===== src/set_assoc_lru_cache_sim_unit_defines.svh =====
// Assertion macros shared by the cache simulator RTL.
// Depends on nothing; files that check their own logic include it.
`ifndef SET_ASSOC_LRU_CACHE_SIM_UNIT_DEFINES_SVH
`define SET_ASSOC_LRU_CACHE_SIM_UNIT_DEFINES_SVH

// Same-cycle implication, disabled while reset is high.
`define SALC_ASSERT_SAME(label, clk, rst, ante, cons, msg) \
  label: assert property (@(posedge clk) disable iff (rst) (ante) |-> (cons)) else $error(msg);

// Next-cycle implication, disabled while reset is high.
`define SALC_ASSERT_NEXT(label, clk, rst, ante, cons, msg) \
  label: assert property (@(posedge clk) disable iff (rst) (ante) |=> (cons)) else $error(msg);

`endif


===== src/salc_pkg.sv =====
// Shared constants and types for the set-associative LRU cache simulator.
// No dependencies; imported by the lookup stage and the top level.
package salc_pkg;

  // Trace commands.
  localparam int CMD_W = 2;
  localparam logic [CMD_W-1:0] CMD_IGNORE = 2'd0;
  localparam logic [CMD_W-1:0] CMD_LOAD   = 2'd1;
  localparam logic [CMD_W-1:0] CMD_STORE  = 2'd2;
  localparam logic [CMD_W-1:0] CMD_MODIFY = 2'd3;

  // Configuration register indexes and widths.
  localparam int CFG_INDEX_W  = 2;
  localparam int CFG_DATA_W   = 5;
  localparam int SET_BITS_W   = 4;
  localparam int BLOCK_BITS_W = 5;
  localparam int WAYS_W       = 4;
  localparam logic [CFG_INDEX_W-1:0] CFG_SET_BITS   = 2'd0;
  localparam logic [CFG_INDEX_W-1:0] CFG_BLOCK_BITS = 2'd1;
  localparam logic [CFG_INDEX_W-1:0] CFG_WAYS       = 2'd2;

  // Result field widths.
  localparam int HITS_W  = 2;
  localparam int COUNT_W = 32;

  // Outcome of one set lookup.
  typedef struct packed {
    logic hit;
    logic evict;
  } look_res_t;

endpackage


===== src/salc_way_lookup.sv =====
// Way search for one set: tag match, first free way and oldest-stamp victim.
// Depends on salc_pkg for the lookup result type.
module salc_way_lookup #(
  parameter int WAYS    = 8,
  parameter int TAG_W   = 32,
  parameter int STAMP_W = 32
) (
  input  logic                                clk,
  input  logic                                look,
  input  logic                                row_live,
  input  logic [WAYS*(1+TAG_W+STAMP_W)-1:0]   row_rd,
  input  logic [TAG_W-1:0]                    tag,
  input  logic [STAMP_W-1:0]                  stamp,
  input  logic [WAYS-1:0]                     way_en,
  output salc_pkg::look_res_t                 res,
  output logic [WAYS*(1+TAG_W+STAMP_W)-1:0]   row_wr
);

  localparam int ENTRY_W = 1 + TAG_W + STAMP_W;

  logic [WAYS-1:0]    way_valid;
  logic [WAYS-1:0]    way_match;
  logic [WAYS-1:0]    way_cand;
  logic [WAYS-1:0]    way_empty;
  logic [TAG_W-1:0]   way_tag [WAYS];
  logic [STAMP_W-1:0] way_stamp [WAYS];
  logic [WAYS-1:0]    beats [WAYS];

  logic [WAYS-1:0]    match_q;
  logic [WAYS-1:0]    cand_q;
  logic [WAYS-1:0]    empty_q;
  logic [WAYS-1:0]    beats_q [WAYS];

  logic [WAYS-1:0]    hit_one;
  logic [WAYS-1:0]    empty_one;
  logic [WAYS-1:0]    victim;
  logic [WAYS-1:0]    wr_sel;

  // Unpack the row; a row never written since reset holds no valid ways.
  always_comb begin
    for (int w = 0; w < WAYS; w++) begin
      way_valid[w] = row_live & row_rd[w*ENTRY_W + ENTRY_W - 1];
      way_tag[w]   = row_rd[w*ENTRY_W + STAMP_W +: TAG_W];
      way_stamp[w] = row_rd[w*ENTRY_W +: STAMP_W];
      way_match[w] = way_valid[w] & way_en[w] & (way_tag[w] == tag);
      way_cand[w]  = way_valid[w] & way_en[w] & ~way_match[w];
      way_empty[w] = ~way_valid[w] & way_en[w];
    end
  end

  // Pairwise age order: way i beats way j if its stamp is smaller, or equal
  // with the lower way number. All compares are independent of each other.
  always_comb begin
    for (int i = 0; i < WAYS; i++) begin
      for (int j = 0; j < WAYS; j++) begin
        if (i == j) begin
          beats[i][j] = 1'b1;
        end else begin
          beats[i][j] = (way_stamp[i] < way_stamp[j]) ||
                        ((way_stamp[i] == way_stamp[j]) && (i < j));
        end
      end
    end
  end

  // First stage registers.
  always_ff @(posedge clk) begin
    if (look) begin
      match_q <= way_match;
      cand_q  <= way_cand;
      empty_q <= way_empty;
      for (int i = 0; i < WAYS; i++) begin
        beats_q[i] <= beats[i];
      end
    end
  end

  // Second stage: pick the way to write.
  always_comb begin
    hit_one   = match_q & (~match_q + WAYS'(1));
    empty_one = empty_q & (~empty_q + WAYS'(1));
    for (int i = 0; i < WAYS; i++) begin
      victim[i] = cand_q[i] & (&(beats_q[i] | ~cand_q));
    end
    if (|match_q) begin
      wr_sel = hit_one;
    end else if (|empty_q) begin
      wr_sel = empty_one;
    end else begin
      wr_sel = victim;
    end
    res.hit   = |match_q;
    res.evict = ~(|match_q) & ~(|empty_q);
  end

  // Write-back row: the chosen way takes the new tag and stamp.
  always_comb begin
    for (int w = 0; w < WAYS; w++) begin
      if (wr_sel[w]) begin
        row_wr[w*ENTRY_W +: ENTRY_W] = {1'b1, tag, stamp};
      end else begin
        row_wr[w*ENTRY_W +: ENTRY_W] = {way_valid[w], way_tag[w], way_stamp[w]};
      end
    end
  end

endmodule

===== config.mk =====
export PLATFORM = sky130hd
export DESIGN_NAME = salc_way_lookup
export DESIGN_NICKNAME = d
export VERILOG_FILES = /design/src/set_assoc_lru_cache_sim_unit_defines.svh /design/src/salc_pkg.sv /design/src/salc_way_lookup.sv
export SDC_FILE = /design/constraint.sdc
export NUM_CORES = 2
export LEC_CHECK = 0
export BUFFER_PORTS_ARGS = -buffer_cell sky130_fd_sc_hd__buf_2
export CORE_AREA = 2 2 436 438
export CTS_CLUSTER_DIAMETER = 40
export DETAILED_ROUTE_END_ITERATION = 8
export DIE_AREA = 0 0 438 440
export PLACE_DENSITY_LB_ADDON = 0.1
export REMOVE_ABC_BUFFERS = 1
export SLEW_MARGIN = 20
export SYNTH_ARGS = -nofsm -noshare
export SYNTH_HDL_FRONTEND = slang
export SYNTH_SLANG_ARGS = --single-unit

===== constraint.sdc =====
create_clock -name clk -period 3.9 [get_ports clk]
set_clock_uncertainty 0.05 [all_clocks]
set_input_delay 0.78 -clock clk [delete_from_list [all_inputs] [get_ports clk]]
set_output_delay 0.78 -clock clk [all_outputs]
set_load 0.05 [all_outputs]

==> Word level (Yosys, flattened, before mapping) <==
Memories as Yosys holds them, arrays and structs flattened.
Index checks and enable logic that the tools add are counted.
{ "word_totals": {"ff_bits": 24, "out_inout_bits": 522, "ramBits": 64, "n_memories": 1, "inputBits": 595} }
{ "op_classes": {"mux": 12, "magnitude_cmp": 56, "eq_ne": 36, "n_reduce_logical": 38, "add_sub_neg": 2, "n_bitwise": 80} }
{ "mem_list": {"columns": ["memory", "words", "word_bits", "read_ports", "rd_ports_with_merged_regs", "write_ports", "line_no", "text"], "rows": [
  ["beats_q", 8, 8, 8, 0, 8, "salc_way_lookup.sv:32", "logic [WAYS-1:0] beats_q [WAYS];"]
]} }
{ "op_table": {"columns": ["op", "n"], "rows": [
  ["less-than comparator 32 bit", 56],
  ["== test 32 bit", 36],
  ["2-to-1 mux 65 bit", 8],
  ["OR 8 bit", 8],
  ["AND reduction 8 bit", 8],
  ["AND 1 bit", 49],
  ["logical OR 1 bit", 28],
  ["inverter 8 bit", 3],
  ["inverter 1 bit", 18],
  ["adder 8 x 1 -> 8 bit (second input constant)", 2],
  ["AND 8 bit", 2],
  ["2-to-1 mux 8 bit", 2],
  ["OR reduction 8 bit", 2],
  ["2-to-1 mux 1 bit", 2]
]} }

==> Depth between registers and ports, before layout <==
{ "logic_depth": {"ltp_word": 7, "depth_mapped": 7, "ltp_nobuf": 7} }

==> Least setup slack after synthesis <==
Ideal clock, no wire load.
{ "synth_timing": {"kind": "flip-flop to output port", "startpoint": "register match_q[0]", "endpoint": "output row_wr[15]", "path_slack_ps": -167, "stages_incl_launch_ff": 8, "arrival_ps": 3237, "path_buffers": 2, "t_required_ps": 3070, "path_cell_list": "edfxtp_1 nor4_1 nand2_1 nor2_1 a221o_1 buf_2 buf_2 mux2_2"} }
{ "synth_lines": {"columns": ["element", "line_no", "text"], "rows": [
  ["start: declaration", "salc_way_lookup.sv:29", "logic [WAYS-1:0] match_q;"],
  ["start signal: assignment", "salc_way_lookup.sv:69", "match_q <= way_match;"],
  ["end: declaration", "salc_way_lookup.sv:16", "output logic [WAYS*(1+TAG_W+STAMP_W)-1:0] row_wr"]
]} }

==> Worst setup path in the final report <==
{ "layout_timing": {"startpoint": "register match_q[1]", "endpoint": "output row_wr[405]"} }
{ "layout_between": {"elab_chain_cells": 5, "word_cells_on_any_way": 6, "cone_classes": "1 x add/sub; 2 x mux; 2 x bitwise; 1 x reduce/logical"} }
{ "layout_rtl": {"columns": ["element", "line_no", "text"], "rows": [
  ["inverter 8 bit", "salc_way_lookup.sv:80", "hit_one = match_q & (~match_q + WAYS'(1));"],
  ["adder 8 x 1 -> 8 bit", "salc_way_lookup.sv:80", null],
  ["AND 8 bit", "salc_way_lookup.sv:80", null],
  ["2-to-1 mux 8 bit (*)", "salc_way_lookup.sv:85", "if (|match_q) begin"],
  ["2-to-1 mux 65 bit (*)", "salc_way_lookup.sv:99", "if (wr_sel[w]) begin"]
]} }
Every way passes the cells marked *; elsewhere a longest branch is shown, timed or not.

==> results.md <==
* First-pass DRT Iterations at 5
* Final HPWL from detailed placement at 246.1 mm
* Worst IR Drop VDD at 0.2491 mV
* Kind of cell adding the most delay to the critical path: simple AND/OR/NAND/NOR gates
* Combined global-route utilization of all metal layers at 0.2886
* Tcrit/Tclk final at 1.016
* Achievable clock frequency at 252.5 MHz
* Via density per instance at 5.051
* Num CTS Buffers at 9
* Worst path bufs/invs at 4
* Number of clock sinks at 80
* Instance count of the mapped netlist at 3762
* Power density cells at 191.8 mW/mm^2
* Net switching share of the total power at 0.5735
* Worst-path maximum fanout at 8
* Number of max-cap violations at 0
* Clock root buffer master: sky130_fd_sc_hd__clkbuf_16
* Final critical-path required period at 3961 ps
* Area share of the leading cell type in the synthesized netlist at 0.3435
* Die X at 438 um
* Number of distinct library cell variants in the gate-level netlist after synthesis at 50
* Share of the yosys chip area belonging to registers at 0.07362
* Floorplan die area at 0.1927 mm^2
* Post-route worst hold slack at 737.5 ps
* Most area-hungry cell type in the Yosys netlist: sky130_fd_sc_hd__ha_1
* Crit path capture type: primary output
* Input/output buffers at 1116
* Number of antenna violations at the first check in global routing at 90
* Drt wl/cell at 38.56 um
* Final setup viols at 39
* Static Leak at 21.75 nW
* Core ar. at 0.1886 mm^2
* Area after detailed placement at 0.04480 mm^2
* Max H-tree Level at 3
* RD Place Congestion at 0.9655
* Source of the worst hold timing path: way_en[4]
* Crit path setup slack, layout at -60.87 ps
* Dominant combinational cell family by area after synthesis: adder cells
* Area growth, synth to finish at 44.13%
* Sequential power share at 0.123
* Net count, final at 6530
* Max-slew headroom at 0.2726
* Hold buffers post-CTS at 0
* Clock-pin transition on the worst setup and hold timing paths at 60 ps
* Fin. Hold Viols at 0
* Worst setup SP type: register
* Cell Area, Synth at 0.03263 mm^2
* Pin count of the biggest net entering global routing at 58
* Status: finished, violations left
* Arithmetic-cell share of the synthesized area counting full adders, half adders and majority gates at 0.3435
* Multiplexer share of the synthesized area at 0.1767
* Clk network pwr share at 0.092
* I/O pin cnt at 1117
* Crit-path cells: or4_4, or3_4, or3_4, o22ai_4, buf_12, buf_12, buf_16, mux2_4, buf_8
* Critical path's slowest cell: sky130_fd_sc_hd__or4_4
* Remaining number of nets flagged by the antenna check after routing at 0
* Start point of the critical path: match_q[1]$_DFFE_PP_
* Cell internal power dissipation at 3.847 mW
* Post-synth top flop: sky130_fd_sc_hd__edfxtp_1
* Routed vias at 38350
* Power Total at 9.021 mW
* Data arrival, critical path at 3130 ps
* Design Area, Final at 0.04703 mm^2
* Crit path largest cell delay at 560 ps
* Clock tree from TritonCTS: done
* Combinational share of power at 0.785
* Number of standard-cell rows in the floorplan at 160
* Setup repair after global routing missed its margin: true
* Share of the synthesized area in compound gates (AO/OA/AOI/OAI) at 0.1529
* Effective utilization at floorplan at 0.1730
* Die Y-Extent at 440 um
* Number of warnings printed during yosys synthesis at 0
* Simple-Gate Fraction of Synth Area at 0.1329
* Switching power total at 5.174 mW
* Count of fill cells added during filler insertion at 20670
* Max-slew violation count at 0
* DRC violations left at 0
* Overall overflow remaining after global route at 0
* Crit path kind: register to primary output
* Number of global-route vias before repair at 36480
* Class of the tightest hold or removal check: primary input to register
* Hold depth at 2
* Largest cells by area after synthesis: sky130_fd_sc_hd__ha_1 34%, sky130_fd_sc_hd__mux2_2 16%, sky130_fd_sc_hd__edfxtp_1 7.4%
* Xor/xnor share of the synthesized area at 0.06871
* Initial detailed-routing violation count at 3228
* Average size of a mapped cell at 8.674 um^2
* Number of cells on the critical path at 9
* Transition time at the pin with the least slew margin at 1091 ps
* Dominant cell by count in the synthesized netlist: sky130_fd_sc_hd__ha_1
* Post-synth EDFFs at 80
* Register bit count reported by yosys at 80
* Post-Route WL at 292.8 mm
* Top cells by instance count after synthesis: 896 x sky130_fd_sc_hd__ha_1, 463 x sky130_fd_sc_hd__mux2_2, 400 x sky130_fd_sc_hd__a21oi_1, 291 x sky130_fd_sc_hd__inv_1, 277 x sky130_fd_sc_hd__nand4_1
* Fraction of final layout cells sized beyond drive strength 1 at 0.3810
* Share of flip-flops with an asynchronous set or reset after synthesis at 0
* Data required time at the worst endpoint at 3070 ps
* Wire length of the first global-routing pass at 368.5 mm
* Violated checks: negative setup slack
* Maximum clock insertion buffer count at 2
cells by family after synthesis:
| kind of cell | count (synthesis) |
|---|---|
| AO/OA/AOI/OAI | 807 |
| flip-flops | 80 |
| adder cells (fa/ha/maj) | 896 |
| XOR/XNOR | 256 |
| AND/OR/NAND/NOR | 798 |
| buffers and inverters | 413 |
| multiplexers | 512 |
layer usage:
layer	up-vias	GRT usage	share of wire
met5	-	0	0.0013
met4	30	0.09772	0.040
met3	354	0.06278	0.067
met2	1713	0.4737	0.46
met1	19170	0.3716	0.43
li1	17080	-	-
sequential cells by signal (all words and copies together), names as in the netlist:
| register | count |
|---|---|
| match_q | 8 |
| beats_q | 56 |
| empty_q | 8 |
| cand_q | 8 |
power groups by stage:
stage	clock network [mW]	registers [mW]	logic, mW
after floorplan	0	1.10	3.62
after CTS	0.849	1.11	6.94
final	0.828	1.11	7.08
after global routing	0.878	1.12	7.47
after detailed placement	0	1.13	6.79
after global placement	0	1.13	6.77
repair_timing:
| action | CTS | global route |
|---|---|---|
| buffers inserted | 11 | 6 |
| pin swaps | 4 | 2 |
| endpoints found under the setup margin | 250 | 243 |
| resized for setup | 293 | 136 |
| gates cloned | 12 | 3 |
metrics by stage:
stage	std cells	setup slack (ps)	utilization	TNS [ps]
after CTS	7553	-116.1	0.2466	-4910
after global placement	7514	-111.3	0.2376	-5033
after global routing	7574	-146.7	0.2492	-6007
final	7593	-60.87	0.2494	-1061
after floorplan	3640	-5591	-	-1530550
after detailed placement	7514	-137.0	0.2376	-5741
layout by cell type (no fill, tap or decap), types with 11 or more instances in the layout:
| cell type | n |
|---|---|
| sky130_fd_sc_hd__a2111oi_0 | 21 |
| sky130_fd_sc_hd__a21o_1 | 54 |
| sky130_fd_sc_hd__a21oi_1 | 400 |
| sky130_fd_sc_hd__a221o_1 | 28 |
| sky130_fd_sc_hd__and3_1 | 21 |
| sky130_fd_sc_hd__buf_12 | 147 |
| sky130_fd_sc_hd__buf_2 | 881 |
| sky130_fd_sc_hd__buf_4 | 232 |
| sky130_fd_sc_hd__buf_6 | 73 |
| sky130_fd_sc_hd__buf_8 | 43 |
| sky130_fd_sc_hd__clkbuf_16 | 11 |
| sky130_fd_sc_hd__diode_2 | 38 |
| sky130_fd_sc_hd__edfxtp_1 | 80 |
| sky130_fd_sc_hd__ha_1 | 896 |
| sky130_fd_sc_hd__inv_1 | 290 |
| sky130_fd_sc_hd__mux2_1 | 17 |
| sky130_fd_sc_hd__mux2_2 | 388 |
| sky130_fd_sc_hd__mux2_4 | 107 |
| sky130_fd_sc_hd__nand2_1 | 174 |
| sky130_fd_sc_hd__nand2b_1 | 48 |
| sky130_fd_sc_hd__nand3_1 | 91 |
| sky130_fd_sc_hd__nand4_1 | 277 |
| sky130_fd_sc_hd__nor2_1 | 39 |
| sky130_fd_sc_hd__nor2b_1 | 49 |
| sky130_fd_sc_hd__nor3_1 | 28 |
| sky130_fd_sc_hd__nor4_1 | 39 |
| sky130_fd_sc_hd__o211ai_1 | 52 |
| sky130_fd_sc_hd__o21a_1 | 41 |
| sky130_fd_sc_hd__o21ai_0 | 99 |
| sky130_fd_sc_hd__o221ai_1 | 24 |
| sky130_fd_sc_hd__o22ai_1 | 13 |
| sky130_fd_sc_hd__o31ai_1 | 20 |
| sky130_fd_sc_hd__xnor2_1 | 256 |
area by class of cell:
type,count,area [um^2],area share
inverters,291,1092,0.02322
flip-flops and latches,80,2402,0.05108
clock inverters,7,52.55,0.001117
diodes,38,95.09,0.002022
clock buffers,9,225.2,0.004789
well taps,2511,3142,0.06680
repair buffers,1388,10890,0.2315
multi-input cells,3269,29140,0.6195
final timing paths:
| path | slack (ps) | end |
|---|---|---|
| hold / removal | 740 | empty_q[4]$_DFFE_PP_ |
| setup / recovery | -60 | row_wr[405] |
Note: power is estimated with default switching activity, not from simulation.
